## config.mk

```make
export PLATFORM = sky130hd
export DESIGN_NAME = quoted_argument_splitter
export DESIGN_NICKNAME = d
export VERILOG_FILES = /design/src/sv/qas_pkg.sv /design/src/sv/quoted_argument_splitter.sv /design/src/sv/qas_decode.sv
export SDC_FILE = /design/constraint.sdc
export NUM_CORES = 1
export LEC_CHECK = 0
export ABC_CLOCK_PERIOD_IN_PS = 3460
export BUFFER_PORTS_ARGS = -buffer_cell sky130_fd_sc_hd__buf_2
export CAP_MARGIN = 40
export CORE_AREA = 4 4 97 99
export DETAILED_ROUTE_END_ITERATION = 12
export DIE_AREA = 0 0 101 103
export PLACE_DENSITY = 0.52
export SLEW_MARGIN = 20
export SYNTH_ARGS = -nofsm -noshare
export SYNTH_HDL_FRONTEND = slang
export SYNTH_SLANG_ARGS = --single-unit
```

## constraint.sdc

```tcl
create_clock -name i_clk -period 3.46 [get_ports i_clk]
set_clock_uncertainty 0.15 [all_clocks]
set_input_delay 0.519 -clock i_clk [delete_from_list [all_inputs] [get_ports i_clk]]
set_output_delay 0.519 -clock i_clk [all_outputs]
set_load 0.03 [all_outputs]
```

## src/sv/qas_pkg.sv

```systemverilog
// Types and constants of the quoted argument splitter.
`default_nettype none
package qas_pkg;

    // Special bytes
    localparam logic [7:0] CH_END       = 8'h00;
    localparam logic [7:0] CH_BACKSLASH = 8'h5C;
    localparam logic [7:0] CH_SQUOTE    = 8'h27;
    localparam logic [7:0] CH_DQUOTE    = 8'h22;
    localparam logic [7:0] CH_SPACE     = 8'h20;
    localparam logic [7:0] CH_TAB       = 8'h09;
    localparam logic [7:0] CH_CR        = 8'h0D;

    // Result kinds
    localparam logic KIND_BYTE = 1'b0;
    localparam logic KIND_END  = 1'b1;

    // Result buffer
    localparam int BUF_DEPTH = 4;
    localparam int BUF_AW    = $clog2(BUF_DEPTH);
    localparam int BUF_CW    = $clog2(BUF_DEPTH + 1);

    // Parser flags
    typedef struct packed {
        logic in_argument;
        logic single_quoted;
        logic double_quoted;
        logic escape_pending;
        logic any_emitted;
    } t_state;

    // One result request
    typedef struct packed {
        logic [7:0] out_char;
        logic       kind;
        logic       last_of_run;
    } t_result;

    // Up to two results caused by one input byte
    typedef struct packed {
        logic [1:0] num;
        t_result    res0;
        t_result    res1;
    } t_decode;

endpackage
`default_nettype wire

```

## src/sv/quoted_argument_splitter.sv

```systemverilog
// Accepted bytes' results go into the result buffer and are offered from its head.
// Throughput: one byte per cycle while the output side takes one result per cycle;
// a single quote inside double quotes gives two results, so the output port sets the rate.
// A four-entry result buffer takes new bytes while earlier results wait.
// Reset: synchronous, active low; clears the quoting flags and empties the buffer.
`default_nettype none
module quoted_argument_splitter (
    input  wire logic       i_clk,
    input  wire logic       i_rst_n,
    input  wire logic       i_in_valid,
    output logic            o_in_stall,
    input  wire logic [7:0] i_ch,
    output logic            o_out_valid,
    input  wire logic       i_out_stall,
    output logic [7:0]      o_out_char,
    output logic            o_kind,
    output logic            o_last_of_run
);
    import qas_pkg::*;

    t_state              r_state;
    t_state              n_state;
    t_decode             dec;
    t_result             r_buf [BUF_DEPTH];
    logic [BUF_AW-1:0]   r_wr_ptr;
    logic [BUF_AW-1:0]   r_rd_ptr;
    logic [BUF_CW-1:0]   r_count;
    logic [BUF_AW-1:0]   wr_ptr_inc;
    logic                in_accept;
    logic                out_accept;
    t_result             head;

    // Byte decision logic
    qas_decode u_decode (
        .i_ch    (i_ch),
        .i_state (r_state),
        .o_state (n_state),
        .o_dec   (dec)
    );

    // Handshakes: room for two results is needed before a byte is taken
    assign o_in_stall  = (r_count > BUF_CW'(BUF_DEPTH - 2));
    assign in_accept   = i_in_valid && !o_in_stall;
    assign o_out_valid = (r_count != '0);
    assign out_accept  = o_out_valid && !i_out_stall;
    assign wr_ptr_inc  = r_wr_ptr + BUF_AW'(1);

    // Head of the result buffer
    assign head          = r_buf[r_rd_ptr];
    assign o_out_char    = head.out_char;
    assign o_kind        = head.kind;
    assign o_last_of_run = head.last_of_run;

    // Parser flags and buffer control
    always_ff @(posedge i_clk) begin
        if (!i_rst_n) begin
            r_state  <= '0;
            r_wr_ptr <= '0;
            r_rd_ptr <= '0;
            r_count  <= '0;
        end else begin
            if (in_accept) begin
                r_state  <= n_state;
                r_wr_ptr <= r_wr_ptr + BUF_AW'(dec.num);
            end
            if (out_accept) begin
                r_rd_ptr <= r_rd_ptr + BUF_AW'(1);
            end
            r_count <= r_count + (in_accept ? BUF_CW'(dec.num) : BUF_CW'(0))
                               - (out_accept ? BUF_CW'(1) : BUF_CW'(0));
        end
    end

    // Result storage
    always_ff @(posedge i_clk) begin
        if (in_accept && (dec.num != 2'd0)) begin
            r_buf[r_wr_ptr] <= dec.res0;
        end
        if (in_accept && (dec.num == 2'd2)) begin
            r_buf[wr_ptr_inc] <= dec.res1;
        end
    end

endmodule
`default_nettype wire

```

## src/sv/qas_decode.sv

```systemverilog
// Per-byte decision logic: next parser flags and the results for one byte.
`default_nettype none
module qas_decode (
    input  wire logic [7:0]      i_ch,
    input  wire qas_pkg::t_state i_state,
    output qas_pkg::t_state      o_state,
    output qas_pkg::t_decode     o_dec
);
    import qas_pkg::*;

    logic    blank;
    t_result byte_res;
    t_result end_res;

    assign blank    = (i_ch == CH_SPACE) || ((i_ch >= CH_TAB) && (i_ch <= CH_CR));
    assign byte_res = '{out_char: i_ch, kind: KIND_BYTE, last_of_run: 1'b1};
    assign end_res  = '{out_char: 8'h00, kind: KIND_END, last_of_run: 1'b1};

    // Byte classification against the current quoting state
    always_comb begin
        o_state        = i_state;
        o_dec.num      = 2'd0;
        o_dec.res0     = byte_res;
        o_dec.res1     = byte_res;
        priority if (i_ch == CH_END) begin
            // end of line: close an open argument or an empty line, then clear everything
            if (i_state.in_argument || !i_state.any_emitted) begin
                o_dec.num  = 2'd1;
                o_dec.res0 = end_res;
            end
            o_state = '0;
        end else if (blank && !i_state.single_quoted && !i_state.double_quoted) begin
            // unquoted whitespace; a pending backslash survives
            if (i_state.in_argument) begin
                o_dec.num           = 2'd1;
                o_dec.res0          = end_res;
                o_state.in_argument = 1'b0;
                o_state.any_emitted = 1'b1;
            end
        end else begin
            o_state.in_argument = 1'b1;
            priority if (i_state.escape_pending) begin
                o_dec.num              = 2'd1;
                o_state.escape_pending = 1'b0;
            end else if (i_ch == CH_BACKSLASH) begin
                o_dec.num              = 2'd1;
                o_state.escape_pending = 1'b1;
            end else if (i_state.single_quoted) begin
                if (i_ch == CH_SQUOTE) begin
                    o_state.single_quoted = 1'b0;
                end else begin
                    o_dec.num = 2'd1;
                end
            end else if (i_state.double_quoted) begin
                priority if (i_ch == CH_DQUOTE) begin
                    o_state.double_quoted = 1'b0;
                end else if (i_ch == CH_SQUOTE) begin
                    // single quote inside double quotes comes out escaped
                    o_dec.num  = 2'd2;
                    o_dec.res0 = '{out_char: CH_BACKSLASH, kind: KIND_BYTE,
                                   last_of_run: 1'b0};
                end else begin
                    o_dec.num = 2'd1;
                end
            end else begin
                priority if (i_ch == CH_SQUOTE) begin
                    o_state.single_quoted = 1'b1;
                end else if (i_ch == CH_DQUOTE) begin
                    o_state.double_quoted = 1'b1;
                end else begin
                    o_dec.num = 2'd1;
                end
            end
        end
    end

endmodule
`default_nettype wire

```

---- Word-level counts from Yosys, hierarchy flattened ----
Memories as Yosys holds them, arrays and structs flattened. A register that Yosys moved wholly into a read port is not among the register bits.
Index checks and enable logic that the tools add are counted.
operators by class
  reductions and logical operators ........ 23
  $lt $le $gt $ge ......................... 3
  multiplexer cells ....................... 44
  equality and inequality tests ........... 9
  add/subtract/negate cells ............... 5
operators with widths
  kind                 count
  $mux 10              5
  $mux 12              3
  $eq 8x6->1 const B   3
  $mux 1               22
  $mux 11              2
  $mux 2               10
  $eq 8x7->1 const B   1
  $ge 8x4->1 const B   1
  $le 8x4->1 const B   1
  $logic_not 8->1      1
  $ne 2x1->1 const B   4
  $logic_and 1x1->1    7
  $reduce_bool 2->1    3
  $logic_not 1->1      5
  $mux 5               1
  $reduce_and 5->1     1
  $add 2x1->2 const B  2
  $reduce_and 4->1     1
  $add 3x2->3          1
  $gt 3x2->1 const B   1
  $mux 3               1
  $reduce_and 3->1     1
  $reduce_bool 3->1    1
  $sub 3x1->3          1
  other kinds (4)      5
storage, ports and cells
  word-level logic and storage cells ...... 93
  input bits .............................. 12
  register bits after elaboration ......... 12
  memories kept ........................... 1
  bits in writable memories ............... 40
memory list
  memory  words  bits a word  rd ports  clocked after memory_dff  write ports  RTL line                        RTL
  r_buf   4      10           1         1                         2            quoted_argument_splitter.sv:24  t_result r_buf [BUF_DEPTH];

---- Logic depth before layout (Yosys ltp) ----
  depth after elaboration ................. 13
  mapped depth ............................ 12
  gate-level depth less buffers ........... 11

---- Cells and area by module ----
Synthesis repeated with hierarchy kept, for this count alone.
unflattened totals
  cell total of the unflattened synthesis .. 248
  area total of the unflattened synthesis .. 3116.7 um^2
by module, submodules not included
  module                    area each (um^2)  instances  cells each
  quoted_argument_splitter  2678.8            1          186
  qas_decode                437.9             1          62

---- Worst setup path after synthesis ----
OpenSTA, ideal clock, no wires.
  kind .................................... input -> register
  start ................................... input i_ch[3]
  end ..................................... register r_count[2]
  stages on the path ...................... 12
  path slack .............................. 189 ps
  required time ........................... 3195 ps
  path buffers ............................ 2
  arrival ................................. 3006 ps
  cells stage by stage .................... or4_4 buf_6 or3_1 buf_6 nor2_8 inv_1 ha_1 inv_1 fa_1 xnor2_1 xnor2_1 and2_1
on the way
  longest elaborated chain between the ends .. 12
  elaborated cells on any way between the ends .. 25
  those cells by class .................... 2 x add/sub; 2 x order compare; 4 x eq/ne; 12 x mux; 5 x reduce/logical
RTL lines
  item                                      RTL line                            RTL
  start, declared                           quoted_argument_splitter.sv:12      input wire logic [7:0] i_ch,
  $eq 8x6->1 (on tied branches)             --
  $mux 1 / $mux 2 (equally long branches)   qas_decode.sv:68, qas_decode.sv:57
  $mux 1 / $mux 12 (equally long branches)  qas_decode.sv:66, qas_decode.sv:55
  $mux 2                                    qas_decode.sv:54                    end else if (i_state.double_quoted) begin
  $mux 2                                    qas_decode.sv:48                    end else if (i_state.single_quoted) begin
  $mux 2                                    qas_decode.sv:45                    end else if (i_ch == CH_BACKSLASH) begin
  $mux 2                                    qas_decode.sv:42                    priority if (i_state.escape_pending) begin
  $mux 12                                   qas_decode.sv:32                    end else if (blank && !i_state.single_quoted && !i_state.double_quoted) begin
  $mux 12 (*)                               qas_decode.sv:25                    priority if (i_ch == CH_END) begin
  $mux 2 (*)                                quoted_argument_splitter.sv:69      r_count <= r_count + (in_accept ? BUF_CW'(dec.num) : BUF_CW'(0))
  $add 3x2->3 (*)                           quoted_argument_splitter.sv:69
  $sub 3x1->3 (*)                           quoted_argument_splitter.sv:70      - (out_accept ? BUF_CW'(1) : BUF_CW'(0));
  end signal, assigned                      quoted_argument_splitter.sv:69
  end, declared                             quoted_argument_splitter.sv:27      logic [BUF_CW-1:0] r_count;
Every way passes the cells marked *; elsewhere a longest branch is shown, timed or not.
A chain may end at the register's enable or synchronous reset.

---- Worst setup path in the final report ----
  start ................................... register r_state[2] (netlist name)
  end ..................................... register r_count[2]
on the way
  longest elaborated chain between the ends .. 9
  elaborated cells on any way between the ends .. 11
  those cells by class .................... 2 x add/sub; 7 x mux; 2 x reduce/logical
RTL lines
  item                    RTL line                        RTL
  start, declared         quoted_argument_splitter.sv:21  t_state r_state;
  start signal, assigned  quoted_argument_splitter.sv:63  r_state <= n_state;
  $mux 2                  qas_decode.sv:54
  $mux 2                  qas_decode.sv:48
  $mux 2                  qas_decode.sv:45
  $mux 2                  qas_decode.sv:42
  $mux 12 (*)             qas_decode.sv:32
  $mux 12 (*)             qas_decode.sv:25
  $mux 2 (*)              quoted_argument_splitter.sv:69
  $add 3x2->3 (*)         quoted_argument_splitter.sv:69
  $sub 3x1->3 (*)         quoted_argument_splitter.sv:70
Marked as above.

==> qor.txt <==
PwrDens -> 585 mW/mm^2
Global Route Usage Sum -> 14.5%
Routed vias/inst -> 5.43
Vias -> 2236
Antenna Cells -> 0
FP Rows -> 34
Min-delay src -> r_buf[1][1]
DRT Pass-1 Iters -> 5
Max IR drop VDD -> 0.266 mV
Slowest stage delay, CP -> 0.57 ns
Post-Syn Area -> 0.00292 sq mm
Worst-margin pin slew -> 0.540 ns
Met1 usage -> 19.2%
Die Ht -> 103 um
HPWL Detailed -> 5440 um
Yosys reg bits -> 54
I/O pins -> 24
Nature of the critical path startpoint -> flip-flop
Largest net degree at the start of global routing -> 27
Pre-CTS setup slack -> 0.0956 ns
Die ar. -> 0.0104 sq mm
Worst Setup End Kind -> flip-flop
Hold crit path type -> flip-flop to flip-flop
Syn_nets -> 284
WP data arrival -> 3.09 ns
Tcrit/Tclk final -> 87.2%
CTS tree -> done
Rel. slew slack -> 64.0%
Final Hold Violating Endpoints -> 0
WHS Path Cells -> 2
Global Route met3 Usage -> 2.64%
RePlAce Congestion -> 0.868
Final setup vio count -> 0
Crit path max fanout -> 6
CP Cell Sequence -> or4_1 > a2111o_1 > a21o_2 > nand2_1 > ha_1 > inv_1 > ha_1 > fa_1 > xnor2_1 > xnor2_1 > and2_1
Synth Flop Type -> edfxtp_1
Reg-to-reg slack, setup -> 0.44 ns
Setup TNS -> 0 ns
Antenna Nets Post-Route -> 0
Leakage -> 1.20 nW
Worst-path clk slew -> 0.11 ns
Largest cells by area after synthesis -> edfxtp_1 (33%), dfxtp_1 (15%), mux4_2 (7.7%), nor3_1 (3.6%), nand2_1 (2.4%)
# port buffers -> 23
Reg2reg path depth -> 11
Layout area overhead -> 14.8%
Grt total ovfl -> 0
Area share of the largest cell type after synthesis -> 32.9%
Commonest cells after routing, fill and taps aside -> edfxtp_1 (32), buf_2 (23), dfxtp_1 (22), nor3_1 (21), buf_4 (20)
H-tree levels -> 2
Hold_buf cts -> 0
Worst Path Required -> 3.53 ns
Max-slew violation count -> 0
DR DRC count -> 0
Initial antenna violation count -> 0
Critical path's slowest cell -> or4_1
Min Clock Period, post-route -> 3.02 ns
Worst skew pair latency -> 0.31 ns
Max clock buf depth -> 2
First-pass GRT wire length -> 11600 um
Syn avg cell area -> 10.9 sq um
Setup slack after layout -> 0.442 ns
Post-CTS Setup Inserts -> 0
Sequential share of the synthesized area -> 48.0%
Die X -> 101 um
Starting density of the core -> 34.1%
Max-cap violations -> 0
Unrepaired setup endpoints after global routing -> no
Netlist cell types -> 64
Root buf cell -> clkbuf_8
Post-synth EDFFs -> 32
Final wirelength -> 7100 um
Cell taking the most area after synthesis -> edfxtp_1
Worst setup path class -> flip-flop to flip-flop
Core Region -> 0.00855 sq mm
Share of cells above drive strength 1 -> 26.0%
Sink Count -> 54
Hold_ws -> 0.315 ns
Gr busiest metal -> met2
Min-Delay Endpoint -> r_buf[1][1]
Status -> complete, no violations
Max frequency -> 331 MHz
Total power -> 1.96 mW
Cells after Synth -> 267
Worst R2R Start -> r_state[2]
Routing usage on met2 -> 24.3%
RR Endpoint -> r_count[2]
Number of global-route vias before repair -> 2184
Commonest non-fill, non-tap cell in the layout -> edfxtp_1
Resize count post-CTS -> 0
Yosys Warn Count -> 0
CTS buffer count -> 5
Wirelength per Cell -> 17.2 um
Synth async-reset ratio -> 0%
DRT iter0 DRCs -> 70
Final net count -> 320
synthesized netlist by cell type (4+ instances only):
| master | instances |
|---|---|
| inv_1 | 13 |
| nand2_1 | 19 |
| a31oi_1 | 4 |
| or3_1 | 6 |
| and2_1 | 8 |
| edfxtp_1 | 32 |
| a21oi_1 | 5 |
| xnor2_1 | 4 |
| and3_1 | 4 |
| nand3_1 | 8 |
| dfxtp_1 | 22 |
| a21boi_0 | 4 |
| o21ai_0 | 10 |
| ha_1 | 4 |
| mux4_2 | 10 |
| nor2_1 | 17 |
| clkbuf_1 | 10 |
| o31ai_1 | 4 |
| nor3_1 | 21 |
layout make-up:
class	instances	area, sq um
multi-input combinational	185	1390
clock buffer	5	68.8
fill	838	5200
sequential	54	1400
tap	108	135
clock inverter	3	28.8
inverter	13	48.8
timing repair buffer	44	280
logic make-up (layout without fill, tap and decap cells):
| family | after synthesis | in the layout | share of synthesized area (%) |
|---|---|---|---|
| simple gates | 107 | 107 | 20.1 |
| compound gates | 57 | 57 | 15.5 |
| flops | 54 | 54 | 48.0 |
| buf+inv | 28 | 65 | 4.42 |
| mux | 11 | 11 | 8.06 |
| fa+ha+maj | 5 | 5 | 2.40 |
| xor+xnor | 5 | 5 | 1.50 |
critical path, delay by kind of cell, from the launching register on:
family	cells	cell delay [ns]
XOR/XNOR	2	0.27
buffers and inverters	1	0.04
AND/OR/NAND/NOR	3	0.81
AO/OA/AOI/OAI	2	0.62
flip-flops	1	0.37
adder cells (fa/ha/maj)	3	0.67
registers in the layout, indices dropped and copies added, names as in the netlist, named ones only:
name,cells
r_buf,40
r_state,5
r_count,3
r_rd_ptr,2
r_wr_ptr,2
worst max-delay path by stage:
stage,from,to,slack [ns],cells after the start
after floorplan,i_ch[3],r_count[2],0.19,12
after global placement,i_ch[3],r_count[2],0.12,11
after detailed placement,i_ch[3],r_count[2],0.1,12
after CTS,i_ch[3],r_count[2],0.44,12
after global routing,i_ch[3],r_count[2],0.28,12
final,r_state[2],r_count[2],0.44,11
power breakdown:
part	total, mW	leakage [nW]	switching, mW	internal, mW
clock network	0.376	0.0502	0.226	0.150
registers	0.820	0.481	0.0459	0.774
logic	0.765	0.664	0.460	0.305
through the flow:
step / instances / cell area [sq um] / util [%]
floorplan: 267 / 2920 / -
global placement: 402 / 3230 / 37.8
detailed placement: 402 / 3230 / 37.8
CTS: 410 / 3330 / 38.9
global route: 412 / 3350 / 39.2
finish: 412 / 3350 / 39.2
layer usage:
layer,vias up,wire length [um]
met5,-,0
met4,0,120
met3,7,271
met2,52,3450
met1,1086,3260
li1,1091,-
(Power assumes the default switching activity.)
